## src/design/srgbcr_pkg.sv

```systemverilog
// ---------------------------------------------------------------------------
// srgbcr_pkg: shared constants, types and decode table
// Widths, luminance weights, the sRGB decode table built at elaboration, and
// the payload passed from the luminance stages to the divider.
// ---------------------------------------------------------------------------
package srgbcr_pkg;

  localparam int ChannelBits = 8;
  localparam int FracBits    = 16;
  localparam int LinBits     = FracBits + 1;
  localparam int CodeCount   = 1 << ChannelBits;
  localparam int WeightBits  = 13;
  localparam int ProdBits    = 30;
  localparam int SumBits     = 30;
  localparam int OutBits     = 5 + FracBits;
  localparam int QuotBits    = OutBits;
  localparam int HeadBits    = QuotBits - FracBits;

  localparam logic [WeightBits-1:0] WeightRed   = 13'd2126;
  localparam logic [WeightBits-1:0] WeightGreen = 13'd7152;
  localparam logic [WeightBits-1:0] WeightBlue  = 13'd722;

  localparam logic [SumBits-1:0] LumaOffset = SumBits'(64'd500 << FracBits);
  localparam logic [OutBits-1:0] MaxRatio   = OutBits'(64'd21 << FracBits);

  typedef logic [LinBits-1:0] lin_t;
  typedef lin_t lut_t [CodeCount];
  typedef logic [SumBits-1:0] sum_t;

  typedef struct packed {
    sum_t num;
    sum_t den;
  } ratio_req_t;

  // Shift-subtract division, used only while the table is built.
  function automatic logic [63:0] long_div(logic [63:0] n, logic [63:0] d);
    logic [63:0] q;
    logic [63:0] r;
    q = '0;
    r = '0;
    for (int i = 63; i >= 0; i--) begin
      r = {r[62:0], n[i]};
      if (r >= d) begin
        r = r - d;
        q[i] = 1'b1;
      end
    end
    return q;
  endfunction

  function automatic logic [63:0] q31_mul(logic [63:0] p, logic [63:0] q);
    logic [63:0] prod;
    prod = p * q;
    return prod >> 31;
  endfunction

  function automatic logic [63:0] fifth_power(logic [63:0] u);
    logic [63:0] w;
    logic [63:0] p;
    w = u << (30 - FracBits);
    p = q31_mul(w, w);
    p = q31_mul(p, w);
    p = q31_mul(p, w);
    return q31_mul(p, w);
  endfunction

  function automatic logic [63:0] srgb_decode(logic [63:0] c);
    logic [63:0] full;
    logic [63:0] den;
    logic [63:0] a;
    logic [63:0] b;
    logic [63:0] y;
    logic [63:0] y2;
    logic [63:0] y4;
    logic [63:0] y8;
    logic [63:0] z;
    logic [63:0] lo;
    logic [63:0] hi;
    logic [63:0] mid;
    full = 64'(CodeCount - 1);
    if (100000 * c < 4045 * full) begin
      den = 1292 * full;
      return long_div(((100 * c) << (FracBits + 1)) + den, 2 * den);
    end
    a = 200 * c + 11 * full;
    b = 211 * full;
    y = long_div(a << 31, b);
    if (y > (64'd1 << 31)) begin
      y = 64'd1 << 31;
    end
    y2 = q31_mul(y, y);
    y4 = q31_mul(y2, y2);
    y8 = q31_mul(y4, y4);
    z  = q31_mul(y8, y4);
    lo = '0;
    hi = 64'd1 << (FracBits + 1);
    for (int i = 0; i < 64; i++) begin
      if (lo < hi) begin
        mid = (lo + hi + 1) >> 1;
        if (fifth_power(mid) <= z) begin
          lo = mid;
        end else begin
          hi = mid - 1;
        end
      end
    end
    return (lo + 1) >> 1;
  endfunction

  function automatic lut_t build_lut();
    lut_t t;
    for (int i = 0; i < CodeCount; i++) begin
      t[i] = LinBits'(srgb_decode(64'(i)));
    end
    return t;
  endfunction

  localparam lut_t DecodeLut = build_lut();

endpackage

```

## src/design/srgbcr_divider.sv

```systemverilog
// ---------------------------------------------------------------------------
// srgbcr_divider: pipelined restoring divider
// One quotient bit per stage; the integer head of the numerator seeds the
// remainder, then numerator low bits and fraction zeros shift in.
// ---------------------------------------------------------------------------
module srgbcr_divider (
  input  logic                    clk_i,
  input  logic                    rst_ni,
  input  logic                    in_valid_i,
  output logic                    in_ready_o,
  input  srgbcr_pkg::ratio_req_t  in_req_i,
  output logic                    out_valid_o,
  input  logic                    out_ready_i,
  output logic [srgbcr_pkg::QuotBits-1:0] quot_o
);
  import srgbcr_pkg::*;

  localparam int Depth = QuotBits;

  logic                vld_q [Depth];
  logic                rdy [Depth+1];
  sum_t                rem_q [Depth];
  sum_t                den_q [Depth];
  logic [QuotBits-1:0] rest_q [Depth];
  logic [QuotBits-1:0] quot_q [Depth];

  logic                vld_in [Depth];
  sum_t                rem_in [Depth];
  sum_t                den_in [Depth];
  logic [QuotBits-1:0] rest_in [Depth];
  logic [QuotBits-1:0] quot_in [Depth];
  sum_t                rem_d [Depth];
  logic [QuotBits-1:0] rest_d [Depth];
  logic [QuotBits-1:0] quot_d [Depth];

  always_comb begin
    rdy[Depth] = out_ready_i;
    for (int k = Depth - 1; k >= 0; k--) begin
      rdy[k] = !vld_q[k] || rdy[k+1];
    end
  end

  assign in_ready_o = rdy[0];

  always_comb begin
    logic [SumBits:0] trial;
    logic             ge;
    vld_in[0]  = in_valid_i;
    rem_in[0]  = sum_t'(in_req_i.num >> HeadBits);
    den_in[0]  = in_req_i.den;
    rest_in[0] = {in_req_i.num[HeadBits-1:0], FracBits'(0)};
    quot_in[0] = '0;
    for (int k = 1; k < Depth; k++) begin
      vld_in[k]  = vld_q[k-1];
      rem_in[k]  = rem_q[k-1];
      den_in[k]  = den_q[k-1];
      rest_in[k] = rest_q[k-1];
      quot_in[k] = quot_q[k-1];
    end
    for (int k = 0; k < Depth; k++) begin
      trial     = {rem_in[k], rest_in[k][QuotBits-1]};
      ge        = trial >= {1'b0, den_in[k]};
      rem_d[k]  = ge ? SumBits'(trial - {1'b0, den_in[k]}) : SumBits'(trial);
      rest_d[k] = {rest_in[k][QuotBits-2:0], 1'b0};
      quot_d[k] = {quot_in[k][QuotBits-2:0], ge};
    end
  end

  always_ff @(posedge clk_i or negedge rst_ni) begin
    if (!rst_ni) begin
      for (int k = 0; k < Depth; k++) begin
        vld_q[k] <= 1'b0;
      end
    end else begin
      for (int k = 0; k < Depth; k++) begin
        if (rdy[k]) vld_q[k] <= vld_in[k];
      end
    end
  end

  always_ff @(posedge clk_i) begin
    for (int k = 0; k < Depth; k++) begin
      if (rdy[k] && vld_in[k]) begin
        rem_q[k]  <= rem_d[k];
        den_q[k]  <= den_in[k];
        rest_q[k] <= rest_d[k];
        quot_q[k] <= quot_d[k];
      end
    end
  end

  assign out_valid_o = vld_q[Depth-1];
  assign quot_o      = quot_q[Depth-1];

  // The ratio stays below 32, so the seeded remainder is already reduced.
  a_head_reduced: assert property (@(posedge clk_i) disable iff (!rst_ni)
    in_valid_i |-> (sum_t'(in_req_i.num >> HeadBits) < in_req_i.den))
    else $error("divider seed remainder not below divisor");

  a_rem_reduced: assert property (@(posedge clk_i) disable iff (!rst_ni)
    vld_q[Depth-1] |-> (rem_q[Depth-1] < den_q[Depth-1]))
    else $error("final remainder not below divisor");

  a_ratio_range: assert property (@(posedge clk_i) disable iff (!rst_ni)
    out_valid_o |-> (quot_o <= MaxRatio))
    else $error("contrast ratio above 21");

endmodule

```

## config.mk

```make
export PLATFORM = sky130hd
export DESIGN_NAME = srgbcr_divider
export DESIGN_NICKNAME = d
export VERILOG_FILES = /design/src/design/srgbcr_pkg.sv /design/src/design/srgbcr_divider.sv
export SDC_FILE = /design/constraint.sdc
export NUM_CORES = 2
export LEC_CHECK = 0
export ABC_AREA = 1
export BUFFER_PORTS_ARGS = -buffer_cell sky130_fd_sc_hd__buf_2
export CAP_MARGIN = 40
export CORE_UTILIZATION = 24
export CTS_CLUSTER_DIAMETER = 30
export DETAILED_ROUTE_END_ITERATION = 10
export GPL_TIMING_DRIVEN = 0
export PLACE_DENSITY = 0.41
export SLEW_MARGIN = 10
export SYNTH_ARGS = -nofsm -noshare
export SYNTH_HDL_FRONTEND = slang
export SYNTH_SLANG_ARGS = --single-unit
```

## constraint.sdc

```tcl
create_clock -name clk_i -period 8.5 [get_ports clk_i]
set_clock_uncertainty 0.05 [all_clocks]
set_input_delay 0.85 -clock clk_i [delete_from_list [all_inputs] [get_ports clk_i]]
set_output_delay 0.85 -clock clk_i [all_outputs]
set_load 0.02 [all_outputs]
```

==> results <==
- Setup repair after global routing left no endpoint under its margin.
- The first TritonRoute pass finished after 8 iterations.
- The H-tree was split into 5 levels.
- The total detailed-routing wirelength is 262.1 mm.
- The height of the die is 595.1 um.
- TritonCTS built the clock tree.
- The total routing resource utilization after global routing is 14.49%.
- The placed instances occupy a cell area of 91490 um2.
- The die covers between 300000 and 400000 um2.
- The leakage dissipation is approximately 43 nW.
- The largest fanout on the critical path is 4.
- In this run the horizontal extent of the chip is 595.1 um.
- The wire length of the first global-routing pass is 395.5 mm.
- During placement, the flow inserted port buffers numbering 86.
- The number of flops mapped to enable cells by yosys is 1441.
- The dominant cell type by area after synthesis is sky130_fd_sc_hd__edfxtp_1.
- After Yosys synthesis, full adders, half adders and majority gates account for under 10% of the synthesized area.
- The filler cell count in the final layout is 36289.
- The count of different cell masters after synthesis is 59.
- The area inside the core boundary is 349700 um2.
- In the synthesized netlist, mux cells make up 0% of the area.
- The synthesized netlist devotes under 10% of its cell area to XOR and XNOR gates.
- At the end of the flow, the number of nets in the layout was roughly 9900.
- The source of the worst hold timing path is in_req_i[2].
- 87 I/O pins were placed.
- The number of endpoints failing setup at the final stage is 0.
- The longest clock path from root to sink contains 4 buffers.
- When the netlist entered floorplanning its net count stood at 9392.
- The critical path starts at vld_in[0].
- The area growth from synthesis to layout is 23.94%.
- The total vias in the final route is 62662.
- The finished layout cell area is 104600 um2.
- The total power density per cell area is 452.1 nW/um2.
- Derived from the worst setup path, the maximum achievable clock frequency is 0.2307 GHz.
- Summed over all layers, the global routing overflow is 0.
- The quantity of hold-fixing buffers added after cts is 13.
- The warning count from the yosys run is 0.
- The worst min-delay path class is input port to register.
- After floorplanning, the core was divided into 217 placement rows.
- The share of the Yosys chip area taken by registers is 51.89%.
- The count of routing violations after the opening detailed-route iteration is 3472.
- The critical path startpoint category is a register.
- The post-CTS resize count is 0.
- CTS saw 1462 sinks.
- For this run, design rule violations remaining after detail routing come to 0.
- The transition at the pin with the smallest max-transition slack is slightly below 900 ps.
- The number of global-route vias before repair is approximately 65000.
- Summing the areas of all compound-gate instances in the mapped netlist gives 12.77% of the synthesized area.
- The main flop type after synthesis is sky130_fd_sc_hd__edfxtp_1.
- The worst path uses 51.00% of the clock period.
- TritonCTS created 375 clock buffers.
- STA puts the critical path data required time at ~7600 ps.
- OpenSTA, run right after detailed placement, puts the worst setup slack at 4346 ps.
- The proportion of netlist area held by the largest area contributor is between 50% and 60%.
- The maximum ir drop on the vdd rail is 0.2342 mV.
- The final count of hold timing violations is 0.
- In the synthesized netlist the async set-or-reset flop fraction comes to under 10%.
- The clock-pin transition on the worst setup and hold timing paths is 40 ps.
- The fraction of the mapped netlist area in simple logic gates is 14.51%.
- The kind of end point of the critical path is an output port.
- Ranked by total cell area, the synthesized netlist is headed by sky130_fd_sc_hd__edfxtp_1, sky130_fd_sc_hd__ha_1, sky130_fd_sc_hd__nand2_1.
- The worst pin sits at a relative slew slack of approximately two fifths.
- The most instantiated library cell after synthesis is sky130_fd_sc_hd__nand2_1.
- After detailed routing, the average wire length per cell comes to approximately 19 um.
- The root buffer cell chosen for the clock tree is sky130_fd_sc_hd__clkbuf_16.
- After synthesis, the largest family of logic cells by area is simple AND/OR/NAND/NOR gates.
- The worst slack on hold paths is around 94 ps.
- The data arrival at the endpoint of the critical path is 3430 ps.
- The share of cells above drive strength 1 is 11.45%.
- The number of antenna violations at the first check in global routing is 5.
- After layout, the minimum clock period comes to 4335 ps.
- The synthesized flop and latch total is 1462.
- The detailed-placement wirelength estimate is 212.9 mm.
- The cell area after synthesis is approximately 84000 um2.
- The count of nets left with antenna violations once routing finished came out at 0.
- The number of max-slew violations in the final report is 0.
- The number of maximum-capacitance constraint violations is 0.
- The number of standard cells after synthesis is about 8700.
- In this run the critical register-to-register path is launched from den_q[1][99].
- The clock latency reported for the late side of the worst-skew pair is 910 ps.
- Dividing the detail-routed via count by the number of cells gives around 4.4.
- The post-CTS repair timing setup buffer count is 0.
- The commonest cells after synthesis are sky130_fd_sc_hd__nand2_1, sky130_fd_sc_hd__edfxtp_1, sky130_fd_sc_hd__inv_1.
- The final worst slack is 4165 ps.
- The post-route setup TNS is 0 ps.
- The initial core utilization is 24.14%.
- The mean instance size in the synthesized netlist is 9.721 um2.
- Routability-driven placement finished with a final weighted congestion of 0.8947.
- The number of placed instances with taps included is 13405.
- The number of cells in the finished layout apart from fillers is 14117.
- The pin count of the biggest net entering global routing is 69.
- The critical path is of the register to output port type.
- The run finished with clean final reports.
## cell usage in the layout, fill, tap and decap left out, types with 21 or more instances in the layout
cell,instances
sky130_fd_sc_hd__clkbuf_1,47
sky130_fd_sc_hd__buf_4,23
sky130_fd_sc_hd__clkinvlp_4,41
sky130_fd_sc_hd__nand3b_1,37
sky130_fd_sc_hd__nor4_1,37
sky130_fd_sc_hd__xnor2_1,275
sky130_fd_sc_hd__buf_12,24
sky130_fd_sc_hd__nand3_1,262
sky130_fd_sc_hd__o21a_1,39
sky130_fd_sc_hd__o211ai_1,26
sky130_fd_sc_hd__o21ai_1,211
sky130_fd_sc_hd__a21boi_2,26
sky130_fd_sc_hd__bufinv_16,57
sky130_fd_sc_hd__o21ai_2,84
sky130_fd_sc_hd__buf_6,33
sky130_fd_sc_hd__a21oi_2,23
sky130_fd_sc_hd__clkinv_1,47
sky130_fd_sc_hd__a31oi_1,90
sky130_fd_sc_hd__a21o_1,67
sky130_fd_sc_hd__xor2_1,170
sky130_fd_sc_hd__o21ai_0,494
sky130_fd_sc_hd__edfxtp_1,1441
sky130_fd_sc_hd__clkinv_4,22
sky130_fd_sc_hd__o21bai_1,68
sky130_fd_sc_hd__nand4_1,64
sky130_fd_sc_hd__clkbuf_16,377
sky130_fd_sc_hd__inv_1,1197
sky130_fd_sc_hd__ha_1,625
sky130_fd_sc_hd__a21oi_1,652
sky130_fd_sc_hd__clkinv_2,67
sky130_fd_sc_hd__buf_2,147
sky130_fd_sc_hd__nand2_1,1763
sky130_fd_sc_hd__nor2_1,566
sky130_fd_sc_hd__dfrtp_1,21
sky130_fd_sc_hd__or2_2,25
sky130_fd_sc_hd__nor3_1,119
## layer usage
layer / wire length (um) / global-route usage [%]
met4: 9153 / 5.202
met1: 106400 / 16.29
met3: 8765 / 1.967
met5: 0 / 0
met2: 137800 / 27.58
## critical path: stages, from the launching register on
cell and delay (ps):
sky130_fd_sc_hd__dfrtp_1 380, sky130_fd_sc_hd__nand4_2 170, sky130_fd_sc_hd__nor2_4 190, sky130_fd_sc_hd__nand4_4 130, sky130_fd_sc_hd__nor2_4 190, sky130_fd_sc_hd__nand4_4 160
sky130_fd_sc_hd__nor2_4 230, sky130_fd_sc_hd__nand4_4 140, sky130_fd_sc_hd__nor2_4 190, sky130_fd_sc_hd__nand4_4 140, sky130_fd_sc_hd__nor2_4 190, sky130_fd_sc_hd__nand2_2 200
sky130_fd_sc_hd__buf_2 220
## power by group
part | switching (mW) | total, mW | internal [mW] | leakage [nW]
sequential | 1.62 | 13.2 | 11.6 | 14.3
clock | 4.53 | 14.4 | 9.84 | 6.21
combinational | 12.7 | 19.7 | 7.00 | 22.7
total | 18.9 | 47.3 | 28.4 | 43.2
## layout make-up
| cell class | instances | area [um2] | share of cell area, % |
|---|---|---|---|
| diodes | 3 | 7.507 | 0.007176 |
| plain buffers | 118 | 850.8 | 0.8133 |
| clock buffers | 421 | 9599 | 9.175 |
| clock inverters | 274 | 3364 | 3.216 |
| inverters | 1227 | 4638 | 4.433 |
| multi-input cells | 5876 | 35240 | 33.69 |
| flip-flops and latches | 1462 | 43800 | 41.86 |
| well taps | 4599 | 5754 | 5.500 |
| repair buffers | 137 | 1365 | 1.305 |
## registers in the layout, summed over array words and instances, names as in the netlist
name	flops
vld_in	20
rem_q	600
rest_q	10
quot_q	231
out_valid_o	1
den_q	600
## logic make-up after synthesis
| logic type | after synthesis |
|---|---|
| AND/OR/NAND/NOR | 2930 |
| AO/OA/AOI/OAI | 1856 |
| flip-flops | 1462 |
| buffers and inverters | 1345 |
| adder cells (fa/ha/maj) | 645 |
| XOR/XNOR | 445 |
## worst paths after layout
kind,end,cells after the start,slack (ps)
min,den_q[0][2],1,90
min in group asynchronous,vld_in[19],2,470
min reg2reg,quot_q[1][24],0,280
max in group asynchronous,vld_in[4],2,7460
max,in_ready_o,12,4170
max reg2reg,rem_q[2][27],11,4830
## stage by stage
stage          power, mW  utilization [%]
6_report           47.30            29.92
5_1_grt            50.69            29.92
4_1_cts            47.97            29.91
3_5_place_dp       33.24            26.16
3_3_place_gp       33.27            25.91
2_1_floorplan      26.57                -
Note: power is estimated with default switching activity, not from simulation.
